--- src/design/tcp_pkg.sv ---
`timescale 1ns / 1ps
// ----------------------------------------------------------------------------
// tcp_pkg
// Shared types, codes and helpers for the timecode counter with packed load.
// ----------------------------------------------------------------------------
package tcp_pkg;

    // Action codes carried by each input word.
    localparam logic [1:0] ACT_LOAD   = 2'd0;
    localparam logic [1:0] ACT_OFFSET = 2'd1;
    localparam logic [1:0] ACT_READ   = 2'd2;

    // Configuration register indexes.
    localparam int unsigned CFG_INDEX_W = 2;
    localparam logic [CFG_INDEX_W-1:0] CFG_FRAME_RATE = 2'd0;
    localparam logic [CFG_INDEX_W-1:0] CFG_FIELD_MODE = 2'd1;
    localparam int unsigned CFG_DATA_W = 6;

    localparam logic [5:0] RATE_RESET = 6'd30;
    localparam logic [5:0] RATE_DROP  = 6'd30;
    localparam logic [5:0] RATE_PAL   = 6'd25;

    localparam logic [6:0] SEC_PER_MIN  = 7'd60;
    localparam logic [6:0] MIN_PER_HOUR = 7'd60;
    localparam logic [6:0] HOUR_PER_DAY = 7'd24;
    localparam logic [6:0] LAST_SEC     = 7'd59;
    localparam logic [6:0] LAST_MIN     = 7'd59;
    localparam logic [5:0] LAST_HOUR    = 6'd23;
    localparam logic [5:0] DROP_SKIP    = 6'd2;

    localparam int unsigned DROP_BIT      = 10;
    localparam int unsigned FIELD_BIT     = 27;

    typedef enum logic [1:0] {
        S_IDLE,
        S_LOAD,
        S_STEP,
        S_PACK
    } t_tcp_state;

    // Commands from the controller to the datapath.
    typedef struct packed {
        logic capture;
        logic load;
        logic step;
        logic pack;
    } t_dp_cmd;

    // Status from the datapath to the controller.
    typedef struct packed {
        logic count_zero;
    } t_dp_stat;

    typedef struct packed {
        logic [3:0] tens;
        logic [3:0] units;
    } t_bcd;

    // Splits a value below 128 into tens and units. 205/2048 is close enough
    // to 1/10 that the quotient is exact over this range.
    function automatic t_bcd tcp_split(input logic [6:0] value);
        logic [14:0] prod;
        logic [6:0]  tens_x10;
        t_bcd        res;
        prod      = 15'(value) * 15'd205;
        res.tens  = prod[14:11];
        tens_x10  = 7'(res.tens) * 7'd10;
        res.units = 4'(value - tens_x10);
        return res;
    endfunction

endpackage

--- src/design/timecode_counter_pack.sv ---
`timescale 1ns / 1ps
// ----------------------------------------------------------------------------
// timecode_counter_pack
// Timecode counter with packed BCD load, signed offset stepping and repack.
// ----------------------------------------------------------------------------
// Usage: each input word carries an action (load, offset or read), the two
// packed load halves and a signed step count. A word is taken when
// i_in_valid is high and o_in_stall is low; one result word (the repacked
// timecode) follows for every input word on the o_out_valid / i_out_stall
// channel. Configuration (frame rate, field mode) is written through the
// i_cfg_* channel, which is always ready; the user must write it only while
// the block is idle, as the block itself does not enforce this. Timing: a
// load passes through S_LOAD and a read goes straight to S_PACK; an offset
// stays in S_STEP until its count is zero, since the stepping unit advances
// the timecode by one frame or field per cycle. S_PACK writes the result to
// the output register; the next word is accepted on the cycle after that.
// A stalled result stays in the output register; the block may accept and
// process one more word meanwhile and then waits with o_in_stall high until
// the held result is taken. Synchronous reset clears the timecode to zero,
// sets the frame rate to 30 and field mode off, and empties the output.
// ----------------------------------------------------------------------------
module timecode_counter_pack #(
    parameter int COUNT_WIDTH = 16
) (
    input  logic                                 i_clk,
    input  logic                                 i_rst_n,
    input  logic                                 i_in_valid,
    output logic                                 o_in_stall,
    input  logic [1:0]                           i_action,
    input  logic [31:0]                          i_load_low,
    input  logic [31:0]                          i_load_high,
    input  logic signed [COUNT_WIDTH-1:0]        i_step_count,
    output logic                                 o_out_valid,
    input  logic                                 i_out_stall,
    output logic [31:0]                          o_packed_low,
    output logic [31:0]                          o_packed_high,
    input  logic                                 i_cfg_valid,
    output logic                                 o_cfg_ready,
    input  logic [tcp_pkg::CFG_INDEX_W-1:0]      i_cfg_index,
    input  logic [tcp_pkg::CFG_DATA_W-1:0]       i_cfg_data
);
    import tcp_pkg::*;

    t_dp_cmd  dp_cmd;
    t_dp_stat dp_stat;
    logic     cfg_we;

    assign o_cfg_ready = 1'b1;
    assign cfg_we      = i_cfg_valid && o_cfg_ready;

    tcp_ctrl u_ctrl (
        .i_clk       (i_clk),
        .i_rst_n     (i_rst_n),
        .i_in_valid  (i_in_valid),
        .o_in_stall  (o_in_stall),
        .i_action    (i_action),
        .o_out_valid (o_out_valid),
        .i_out_stall (i_out_stall),
        .o_cmd       (dp_cmd),
        .i_stat      (dp_stat)
    );

    tcp_dp #(
        .COUNT_WIDTH (COUNT_WIDTH)
    ) u_dp (
        .i_clk         (i_clk),
        .i_rst_n       (i_rst_n),
        .i_cfg_we      (cfg_we),
        .i_cfg_index   (i_cfg_index),
        .i_cfg_data    (i_cfg_data),
        .i_load_low    (i_load_low),
        .i_load_high   (i_load_high),
        .i_step_count  (i_step_count),
        .i_cmd         (dp_cmd),
        .o_stat        (dp_stat),
        .o_packed_low  (o_packed_low),
        .o_packed_high (o_packed_high)
    );

endmodule

--- src/design/tcp_ctrl.sv ---
`timescale 1ns / 1ps
// ----------------------------------------------------------------------------
// tcp_ctrl
// Sequencer: accepts one word, runs load or stepping (a read needs neither),
// then fills the output register when it is free.
// ----------------------------------------------------------------------------
module tcp_ctrl (
    input  logic              i_clk,
    input  logic              i_rst_n,
    input  logic              i_in_valid,
    output logic              o_in_stall,
    input  logic [1:0]        i_action,
    output logic              o_out_valid,
    input  logic              i_out_stall,
    output tcp_pkg::t_dp_cmd  o_cmd,
    input  tcp_pkg::t_dp_stat i_stat
);
    import tcp_pkg::*;

    t_tcp_state r_state, n_state;
    logic       r_out_valid, n_out_valid;
    logic       in_accept;
    logic       out_free;

    assign in_accept   = i_in_valid && !o_in_stall;
    assign out_free    = !r_out_valid || !i_out_stall;
    assign o_out_valid = r_out_valid;

    always_comb begin
        n_state = r_state;
        case (r_state)
            S_IDLE: begin
                if (in_accept) begin
                    if (i_action == ACT_LOAD) begin
                        n_state = S_LOAD;
                    end else if (i_action == ACT_OFFSET) begin
                        n_state = S_STEP;
                    end else begin
                        n_state = S_PACK;
                    end
                end
            end
            S_LOAD: begin
                n_state = S_PACK;
            end
            S_STEP: begin
                if (i_stat.count_zero) begin
                    n_state = S_PACK;
                end
            end
            S_PACK: begin
                if (out_free) begin
                    n_state = S_IDLE;
                end
            end
            default: begin
                n_state = S_IDLE;
            end
        endcase
    end

    always_comb begin
        o_in_stall    = 1'b1;
        o_cmd.capture = 1'b0;
        o_cmd.load    = 1'b0;
        o_cmd.step    = 1'b0;
        o_cmd.pack    = 1'b0;
        case (r_state)
            S_IDLE: begin
                o_in_stall    = 1'b0;
                o_cmd.capture = i_in_valid;
            end
            S_LOAD: begin
                o_cmd.load = 1'b1;
            end
            S_STEP: begin
                o_cmd.step = !i_stat.count_zero;
            end
            S_PACK: begin
                o_cmd.pack = out_free;
            end
            default: begin
                o_in_stall = 1'b1;
            end
        endcase
    end

    always_comb begin
        n_out_valid = r_out_valid && i_out_stall;
        if (o_cmd.pack) begin
            n_out_valid = 1'b1;
        end
    end

    always_ff @(posedge i_clk) begin
        if (!i_rst_n) begin
            r_state     <= S_IDLE;
            r_out_valid <= 1'b0;
        end else begin
            r_state     <= n_state;
            r_out_valid <= n_out_valid;
        end
    end

    a_accept_leaves_idle: assert property (@(posedge i_clk) disable iff (!i_rst_n)
        in_accept |=> r_state != S_IDLE)
        else $error("accepted word did not start processing");

    a_pack_sets_valid: assert property (@(posedge i_clk) disable iff (!i_rst_n)
        o_cmd.pack |=> o_out_valid)
        else $error("result not presented after pack");

    a_no_overwrite: assert property (@(posedge i_clk) disable iff (!i_rst_n)
        (o_out_valid && i_out_stall) |-> !o_cmd.pack)
        else $error("held result overwritten");

endmodule

--- src/design/tcp_dp.sv ---
`timescale 1ns / 1ps
// ----------------------------------------------------------------------------
// tcp_dp
// Timecode registers, configuration, load unpacker, one-step stepping unit
// and the repacking output register.
// ----------------------------------------------------------------------------
module tcp_dp #(
    parameter int COUNT_WIDTH = 16
) (
    input  logic                                  i_clk,
    input  logic                                  i_rst_n,
    input  logic                                  i_cfg_we,
    input  logic [tcp_pkg::CFG_INDEX_W-1:0]       i_cfg_index,
    input  logic [tcp_pkg::CFG_DATA_W-1:0]        i_cfg_data,
    input  logic [31:0]                           i_load_low,
    input  logic [31:0]                           i_load_high,
    input  logic signed [COUNT_WIDTH-1:0]         i_step_count,
    input  tcp_pkg::t_dp_cmd                      i_cmd,
    output tcp_pkg::t_dp_stat                     o_stat,
    output logic [31:0]                           o_packed_low,
    output logic [31:0]                           o_packed_high
);
    import tcp_pkg::*;

    // Configuration
    logic [5:0] r_frame_rate;
    logic       r_field_mode;

    // Timecode state
    logic [5:0]  r_hour, n_hour;
    logic [6:0]  r_minute, n_minute;
    logic [6:0]  r_second, n_second;
    logic [5:0]  r_frame, n_frame;
    logic        r_drop, n_drop;
    logic        r_field, n_field;
    logic [31:0] r_user, n_user;

    // Captured word and step counter
    logic [31:0]            r_load_low, r_load_high;
    logic [COUNT_WIDTH-1:0] r_count, n_count;
    logic                   r_down, n_down;
    logic [COUNT_WIDTH-1:0] count_raw;

    logic [31:0] r_out_low, r_out_high;
    logic [31:0] pack_low, pack_high;

    logic rate_drop, rate_pal, rate_zero;

    // Step up results
    logic [6:0] uf, us, um, uh;
    logic       up_field, up_adv;
    t_bcd       um_bcd;

    // Step down results
    logic [5:0] df, dh;
    logic [6:0] ds, dm;
    logic       dn_field, dn_adv;
    t_bcd       dm_bcd;

    t_bcd fr_bcd, se_bcd, mi_bcd, ho_bcd;

    assign rate_drop = (r_frame_rate == RATE_DROP);
    assign rate_pal  = (r_frame_rate == RATE_PAL);
    assign rate_zero = (r_frame_rate == 6'd0);

    assign o_stat.count_zero = (r_count == '0);

    always_comb begin
        up_field = r_field;
        up_adv   = 1'b1;
        if (r_field_mode) begin
            if (!r_field) begin
                up_field = 1'b1;
                up_adv   = 1'b0;
            end else begin
                up_field = 1'b0;
            end
        end
        uf = {1'b0, r_frame} + 7'd1;
        us = r_second;
        um = r_minute;
        uh = {1'b0, r_hour};
        if (uf >= {1'b0, r_frame_rate}) begin
            uf = 7'd0;
            us = us + 7'd1;
        end
        if (us >= SEC_PER_MIN) begin
            us = 7'd0;
            um = um + 7'd1;
        end
        if (um >= MIN_PER_HOUR) begin
            um = 7'd0;
            uh = uh + 7'd1;
        end
        um_bcd = tcp_split(um);
        // Drop frame: frames 0 and 1 are skipped at the top of each minute
        // except every tenth one.
        if (r_drop && rate_drop && um_bcd.units != 4'd0 && us == 7'd0 && uf == 7'd0) begin
            uf = {1'b0, DROP_SKIP};
        end
        if (uh >= HOUR_PER_DAY) begin
            uh = 7'd0;
        end
    end

    always_comb begin
        dn_field = r_field;
        dn_adv   = 1'b1;
        if (r_field_mode) begin
            if (r_field) begin
                dn_field = 1'b0;
                dn_adv   = 1'b0;
            end else begin
                dn_field = 1'b1;
            end
        end
        df     = r_frame;
        ds     = r_second;
        dm     = r_minute;
        dh     = r_hour;
        dm_bcd = tcp_split(r_minute);
        if (r_drop && rate_drop && dm_bcd.units != 4'd0 && ds == 7'd0 && df == DROP_SKIP) begin
            df = 6'd0;
        end
        if (df == 6'd0) begin
            df = r_frame_rate - 6'd1;
            if (ds == 7'd0) begin
                ds = LAST_SEC;
                if (dm == 7'd0) begin
                    dm = LAST_MIN;
                    dh = (dh == 6'd0) ? LAST_HOUR : dh - 6'd1;
                end else begin
                    dm = dm - 7'd1;
                end
            end else begin
                ds = ds - 7'd1;
            end
        end else begin
            df = df - 6'd1;
        end
    end

    assign count_raw = i_step_count;

    always_comb begin
        n_hour   = r_hour;
        n_minute = r_minute;
        n_second = r_second;
        n_frame  = r_frame;
        n_drop   = r_drop;
        n_field  = r_field;
        n_user   = r_user;
        n_count  = r_count;
        n_down   = r_down;
        if (i_cmd.capture) begin
            n_down  = count_raw[COUNT_WIDTH-1];
            n_count = count_raw[COUNT_WIDTH-1] ? (~count_raw + COUNT_WIDTH'(1)) : count_raw;
        end
        if (i_cmd.load) begin
            n_frame  = 6'(r_load_low[3:0]) + 6'(r_load_low[9:8]) * 6'd10;
            n_second = 7'(r_load_low[19:16]) + 7'(r_load_low[26:24]) * 7'd10;
            n_minute = 7'(r_load_high[3:0]) + 7'(r_load_high[10:8]) * 7'd10;
            n_hour   = 6'(r_load_high[19:16]) + 6'(r_load_high[25:24]) * 6'd10;
            n_user   = {r_load_high[31:28], r_load_high[23:20], r_load_high[15:12],
                        r_load_high[7:4], r_load_low[31:28], r_load_low[23:20],
                        r_load_low[15:12], r_load_low[7:4]};
            n_drop   = rate_drop && r_load_low[DROP_BIT];
            n_field  = r_field_mode &&
                       (rate_pal ? r_load_high[FIELD_BIT] : r_load_low[FIELD_BIT]);
        end
        if (i_cmd.step) begin
            n_count = r_count - COUNT_WIDTH'(1);
            if (!rate_zero) begin
                if (r_down) begin
                    n_field = dn_field;
                    if (dn_adv) begin
                        n_frame  = df;
                        n_second = ds;
                        n_minute = dm;
                        n_hour   = dh;
                    end
                end else begin
                    n_field = up_field;
                    if (up_adv) begin
                        n_frame  = uf[5:0];
                        n_second = us;
                        n_minute = um;
                        n_hour   = uh[5:0];
                    end
                end
            end
        end
    end

    always_comb begin
        fr_bcd = tcp_split({1'b0, r_frame});
        se_bcd = tcp_split(r_second);
        mi_bcd = tcp_split(r_minute);
        ho_bcd = tcp_split({1'b0, r_hour});
        pack_low = {r_user[15:12],
                    r_field_mode && r_field && !rate_pal,
                    se_bcd.tens[2:0],
                    r_user[11:8],
                    se_bcd.units,
                    r_user[7:4],
                    1'b0,
                    rate_drop && r_drop,
                    fr_bcd.tens[1:0],
                    r_user[3:0],
                    fr_bcd.units};
        pack_high = {r_user[31:28],
                     r_field_mode && r_field && rate_pal,
                     1'b0,
                     ho_bcd.tens[1:0],
                     r_user[27:24],
                     ho_bcd.units,
                     r_user[23:20],
                     1'b0,
                     mi_bcd.tens[2:0],
                     r_user[19:16],
                     mi_bcd.units};
    end

    always_ff @(posedge i_clk) begin
        if (!i_rst_n) begin
            r_frame_rate <= RATE_RESET;
            r_field_mode <= 1'b0;
            r_hour       <= '0;
            r_minute     <= '0;
            r_second     <= '0;
            r_frame      <= '0;
            r_drop       <= 1'b0;
            r_field      <= 1'b0;
            r_user       <= '0;
            r_count      <= '0;
            r_down       <= 1'b0;
        end else begin
            if (i_cfg_we && i_cfg_index == CFG_FRAME_RATE) begin
                r_frame_rate <= i_cfg_data;
            end
            if (i_cfg_we && i_cfg_index == CFG_FIELD_MODE) begin
                r_field_mode <= i_cfg_data[0];
            end
            r_hour   <= n_hour;
            r_minute <= n_minute;
            r_second <= n_second;
            r_frame  <= n_frame;
            r_drop   <= n_drop;
            r_field  <= n_field;
            r_user   <= n_user;
            r_count  <= n_count;
            r_down   <= n_down;
        end
    end

    always_ff @(posedge i_clk) begin
        if (i_cmd.capture) begin
            r_load_low  <= i_load_low;
            r_load_high <= i_load_high;
        end
        if (i_cmd.pack) begin
            r_out_low  <= pack_low;
            r_out_high <= pack_high;
        end
    end

    assign o_packed_low  = r_out_low;
    assign o_packed_high = r_out_high;

    a_step_counts_down: assert property (@(posedge i_clk) disable iff (!i_rst_n)
        i_cmd.step |=> r_count == $past(r_count) - COUNT_WIDTH'(1))
        else $error("step counter did not decrement");

    a_load_in_range: assert property (@(posedge i_clk) disable iff (!i_rst_n)
        i_cmd.load |=> (r_frame <= 6'd45 && r_hour <= 6'd45))
        else $error("loaded count outside its BCD range");

endmodule

--- config.mk ---
export PLATFORM = sky130hd
export DESIGN_NAME = timecode_counter_pack
export DESIGN_NICKNAME = d
export VERILOG_FILES = /design/src/design/tcp_pkg.sv /design/src/design/timecode_counter_pack.sv /design/src/design/tcp_ctrl.sv /design/src/design/tcp_dp.sv
export SDC_FILE = /design/constraint.sdc
export NUM_CORES = 1
export LEC_CHECK = 0
export BUFFER_PORTS_ARGS = -buffer_cell sky130_fd_sc_hd__buf_2
export CORE_UTILIZATION = 30
export CTS_CLUSTER_SIZE = 8
export DETAILED_ROUTE_END_ITERATION = 8
export HOLD_SLACK_MARGIN = 0.08
export PLACE_DENSITY = 0.55
export REMOVE_ABC_BUFFERS = 1
export SLEW_MARGIN = 40
export SYNTH_ARGS = -nofsm -noshare
export SYNTH_HDL_FRONTEND = slang
export SYNTH_HIERARCHICAL = 1
export SYNTH_SLANG_ARGS = --single-unit
--- constraint.sdc ---
create_clock -name i_clk -period 14 [get_ports i_clk]
set_clock_uncertainty 0.15 [all_clocks]
set_input_delay 0 -clock i_clk [delete_from_list [all_inputs] [get_ports i_clk]]
set_output_delay 0 -clock i_clk [all_outputs]
set_load 0.05 [all_outputs]
======== After elaboration in Yosys (flattened, before gate mapping) ========
Index checks and enable logic that the tools add are counted.
word-level totals
  register bits ........................... 212
  latch bits .............................. 0
  memory bits (writable) .................. 0
  memory bits (read-only) ................. 0
  input bits .............................. 95
  output and inout port bits .............. 67
  memories kept ........................... 0
cells by class
  add/subtract/negate cells ............... 20
  $mul .................................... 14
  divide/modulo/power cells ............... 0
  $lt $le $gt $ge ......................... 4
  eq/ne operators ......................... 15
  shift operators ......................... 0
  mux-type cells .......................... 67
  bitwise gates (word level) .............. 1
  reduce and logical (&&, ||, !) cells .... 38
operator list
  cell                     count
  $mux W7                  23
  $mux W6                  20
  $mux W16                 3
  $mul A7 B8 Y15 const B   3
  $logic_not A7 Y1         4
  $mul A6 B8 Y14 const B   2
  $sub A4 B4 Y4            5
  $logic_not A6 Y1         3
  $sub A6 B1 Y6 const B    3
  $add A16 B1 Y16 const B  1
  $logic_and A1 B1 Y1      16
  $logic_not A16 Y1        1
  $mux W1                  16
  $not A16 Y16             1
  $sub A16 B1 Y16 const B  1
  $ne A5 B5 Y1 const B     3
  $add A4 B7 Y7            2
  $add A6 B1 Y7 const B    2
  $add A7 B1 Y7 const B    2
  $ge A7 B6 Y1 const B     2
  $sub A7 B1 Y7 const B    2
  $add A4 B6 Y6            2
  $eq A6 B5 Y1 const B     2
  $mul A3 B3 Y6 const B    2
  19 further kinds         38

======== Depth between registers and ports, before layout ========
  depth in word-level cells ............... 19
  depth in mapped cells ................... 35
  gate-level depth less buffers ........... 34

======== Modules after synthesis ========
The synthesis kept the hierarchy.
by module, submodules not included
  module                 times used  cells an instance  area each (um^2)  sequential area each (um^2)
  tcp_dp                 1           1465               14630.3           5345.1
  tcp_ctrl               1           26                 231.5             60.1
  timecode_counter_pack  1           2                  11.3              0.0

======== Worst setup path before layout ========
No wires, ideal clock.
  path type ............................... register -> register
  start point ............................. reg u_dp.r_frame[0]
  end point ............................... reg u_dp.r_frame[1]
  arrival time ............................ 7654 ps
  slack ................................... 6126 ps
  stages on the path, launching flop included .. 33
  buffers on the path ..................... 1
  path through ............................ dfxtp_1 -> ha_1 -> nand2_1 -> xnor2_1 -> inv_1 -> ha_1 -> a21oi_1 -> o21ai_2 -> a41o_2 -> a21o_1 -> a211o_1 -> buf_6 -> a211oi_2 -> a211oi_2 -> or3_2 -> inv_1 -> ha_1 -> fa_1 -> fa_1 -> ha_1 -> ha_1 -> nand3_1 -> nor2_1 -> nand2_1 -> o41ai_2 -> xnor2_1 -> ha_1 -> inv_1 -> fa_1 -> xor2_1 -> xnor2_1 -> xnor3_1 -> a21oi_1
between the ends
  cells in the longest elaborated chain, start to end .. 19
RTL lines
  what                               line           RTL
  start, declared                    tcp_dp.sv:33   logic [5:0] r_frame, n_frame;
  start signal, assigned             tcp_dp.sv:247  r_frame <= n_frame;
  $add A6 B1 Y7                      tcp_dp.sv:79   uf = {1'b0, r_frame} + 7'd1;
  $ge A7 B6 Y1                       tcp_dp.sv:83   if (uf >= {1'b0, r_frame_rate}) begin
  $mux W7                            tcp_dp.sv:83
  $ge A7 B6 Y1                       tcp_dp.sv:87   if (us >= SEC_PER_MIN) begin
  $mux W7                            tcp_dp.sv:87
  $ge A7 B6 Y1                       tcp_dp.sv:91   if (um >= MIN_PER_HOUR) begin
  $mux W7                            tcp_dp.sv:91
  $mul A7 B8 Y15                     tcp_pkg.sv:65  prod = 15'(value) * 15'd205;
  $mul A4 B3 Y3                      tcp_pkg.sv:67  tens_x10 = 7'(res.tens) * 7'd10;
  $sub A4 B4 Y4                      tcp_pkg.sv:68  res.units = 4'(value - tens_x10);
  $reduce_bool A4 Y1                 tcp_dp.sv:98   if (r_drop && rate_drop && um_bcd.units != 4'd0 && us == 7'd0 && uf == 7'd0) begin
  $logic_and A1 B1 Y1 (3 in series)  tcp_dp.sv:98
  $mux W6                            tcp_dp.sv:98
  $mux W6                            tcp_dp.sv:184  if (up_adv) begin
  $mux W6 (*)                        tcp_dp.sv:174  if (r_down) begin
  $mux W6 (*)                        tcp_dp.sv:173  if (!rate_zero) begin
  $mux W6 (*)                        tcp_dp.sv:171  if (i_cmd.step) begin
Mark *: on every way between the ends. The rest lies on a longest branch, timed or not.
A chain may end at the register's enable or synchronous reset.

======== Worst setup path in the final report ========
Ends and elaborated chain as after synthesis.

==> reports/qor.csv <==
stage,metric,value,unit
clock_network,clk_path_buf_depth,3,
timing,fin_crit,9.38,ns
synthesis,ys_warn_count,6,
synthesis,yosysUniqueCellTypes,88,
timing,fin_crit_sh,0.670,
floorplan,io_pins,162,
floorplan,die_h,225,um
synthesis,synth_edf_count,122,
setup_path,path_buf_inv,3,
setup_path,crit_fanout,11,
setup_path,crit_type,flop to flop,
timing,tightest_slew,0.886,ns
routing,vias_per_cell,4.88,
flow_run,drv_cap,0,
cells_and_area,area_growth,28.7,%
cells_and_area,drive_above_1_share,0.132,
setup_path,cp-endpoint,u_dp/r_frame[1],
synthesis,ys.flop_type,edfxtp_1,
routing,drcViolationCount,0,
timing,max_freq,0.107,GHz
floorplan,core,49000,um2
clock_network,cts_setup_buffers,0,
clock_network,cts_tree,yes,
cells_and_area,fin_nets,2159,
cells_and_area,final_area,19100,um2
synthesis,synth_area,14900,um2
setup_path,path_delay_family,compound AO/OA/AOI/OAI gates,
run_status,status,"finished, final reports clean",
routing,drt_iter0_markers,783,
setup_path,worstSetupStartpoint,u_dp/r_frame[0],
cells_and_area,antenna_cells,0,
timing,finalSetupViolCount,0,
synthesis,yosysSeqAreaShare,0.363,
global_routing,grt.overflow.total,0,
routing,wl_per_cell,16.1,um
setup_path,arrival,9.68,ns
setup_path,path_common_cell,ha_1,
clock_network,cts_resized,0,
setup_path,cp.required,14.30,ns
clock_network,cts-root-buf,clkbuf_16,
setup_path,cp-start-kind,flop,
synthesis,synthArstFlopShare,0,
setup_path,crit_cells,32,
clock_network,clk_pin_slew,0.05,ns
timing,tns,0,ns
routing,wl,40500,um
setup_path,cp-end-kind,flop,
routing,ant_nets,0,
placement,gp_congestion,0.890,
placement,place_hpwl,28900,um
global_routing,grt_usage,0.159,
setup_path,ff2ff_setup_slack,4.62,ns
clock_network,ctsHtreeMaxLevel,1,
floorplan,rows,81,
setup_path,slowest_stage,a211oi_2,
timing,final-hold-violation-count,0,
setup_path,max_stage_delay,0.67,ns
global_routing,antenna_found_initial,0,
synthesis,syn_avg_cell_area,9.96,um2
setup_path,r2r_cells,32,
setup_path,r2r-end,u_dp/r_frame[1],
global_routing,grt_max_degree,60,
pwr,ir_drop,0.000132,V
synthesis,synth-seq-cells,209,
routing,vias,12247,
timing,slew_headroom,0.407,
clock_network,cts.sinks,209,
global_routing,grt_pass1_vias,12431,
timing,rsz0062_at_grt,no,
floorplan,dieArea,50500,um2
pwr,p_total,3740,uW
floorplan,initial_core_util,0.304,
cells_and_area,finish.utilization,0.391,
synthesis,syn_inst,1493,
clock_network,holdBufCountCts,188,
clock_network,clock_latency,0.60,ns
timing,finalMaxSlewViolations,0,
placement,port_buffers,154,
pwr,p_leak,0.00835,uW
floorplan,die_x,225,um
worst_hold_path,hp-class,input port to flop,
global_routing,grt_pass1_wl,65000,um
clock_network,cts_made_buffers,31,
pwr,powerDensity,195,nW/um2
routing,firstDrtPassIters,5,
setup_path,timing.rr.start,u_dp/r_frame[0],
placement,placed_area,16300,um2
## final cells by class
type                    count  area (um2)
clock buffers              54         872
fillers                  4746       29800
multi-input cells        1072        8680
flip-flops and latches    209        5410
well taps                 664         831
clock inverters             4        36.3
inverters                 157         589
repair buffers            351        2720
## sequential cells by signal (all words and copies together) (netlist names), 2 cells and up
name                cells
u_dp/o_packed_high     30
u_dp/r_minute           7
u_dp/r_frame            6
u_dp/r_user            32
u_dp/r_load_high       30
u_dp/o_packed_low      31
u_dp/r_hour             6
u_ctrl/r_state          2
u_dp/r_second           7
u_dp/r_load_low        31
u_dp/r_frame_rate       6
u_dp/r_count           16
## synth_stat cells (39+ instances only)
library cell | count | area, um2
ha_1 | 197 | 2460
inv_1 | 155 | 582
edfxtp_1 | 122 | 3660
nor2_1 | 112 | 420
nand2_1 | 99 | 372
dfxtp_1 | 87 | 1740
a21oi_1 | 74 | 370
xnor2_1 | 70 | 613
o21ai_0 | 65 | 325
mux2i_1 | 53 | 531
fa_1 | 45 | 901
clkbuf_1 | 39 | 146
## per-layer routing
layer / global-route usage / part of all wire / up-vias
met5: 0 / 0 / -
met4: 0.0454 / 0.023 / 0
met3: 0.0290 / 0.055 / 74
met2: 0.266 / 0.47 / 313
met1: 0.210 / 0.45 / 5903
li1: - / - / 5957
## worst min path at each step
stage | end | cells past startpoint | from | slack [ns]
2_1_floorplan | u_dp/r_frame_rate[1] | 1 | i_rst_n | -0.06
5_1_grt | u_dp/o_packed_high[4] | 0 | u_dp/r_user[16] | 0.28
4_1_cts | u_dp/r_count[0] | 6 | i_step_count[0] | 0.20
3_3_place_gp | u_dp/r_load_high[20] | 1 | i_load_high[20] | 0.03
3_5_place_dp | u_dp/r_load_high[25] | 1 | i_load_high[25] | 0.03
6_report | u_dp/r_field_mode | 5 | i_cfg_index[0] | 0.23
## cells in the final DEF, fill, tap and decap left out, types with 6 or more instances in the layout
master	n
a211oi_1	12
a21o_1	16
a21oi_1	74
a221oi_1	6
a22oi_1	11
a31oi_1	18
and2_1	9
and3_1	7
buf_2	154
buf_4	8
clkbuf_1	22
clkbuf_16	31
conb_1	6
dfxtp_1	87
dlygate4sd3_1	188
edfxtp_1	122
fa_1	45
ha_1	196
inv_1	154
mux2i_1	53
nand2_1	99
nand2b_1	12
nand3_1	31
nand4_1	12
nor2_1	112
nor2b_1	17
nor3_1	21
nor4_1	7
o211ai_1	9
o21ai_0	65
o22ai_1	9
o31ai_1	7
or2_2	7
or3_1	10
xnor2_1	70
xor2_1	21
## tightest hold or removal path: stages
cell and delay (ns):
buf_2 0.11, nand3b_1 0.07, dlygate4sd3_1 0.58, mux2i_1 0.08
nor2_1 0.08
## logic make-up after synthesis
family,count (synthesis),share of synthesized area
AO/OA/AOI/OAI,312,0.144
XOR/XNOR,93,0.0566
adder cells (fa/ha/maj),242,0.226
buffers and inverters,216,0.0569
flip-flops,209,0.363
multiplexers,55,0.0372
other,2,0.000505
AND/OR/NAND/NOR,364,0.115
## through the flow
stage               setup WS [ns]  std cells  hold slack [ns]
global route                 4.11       2511            0.281
global placement             4.90       2265           0.0270
detailed placement           4.80       2265           0.0281
finish                       4.62       2511            0.228
CTS                          4.72       2511            0.195
floorplan                    6.13       1438          -0.0611
## where the power goes
part / internal (uW) / total [uW] / switching (uW)
logic: 833 / 2080 / 1250
registers: 823 / 956 / 133
clock network: 418 / 700 / 281
(Power assumes the default switching activity.)
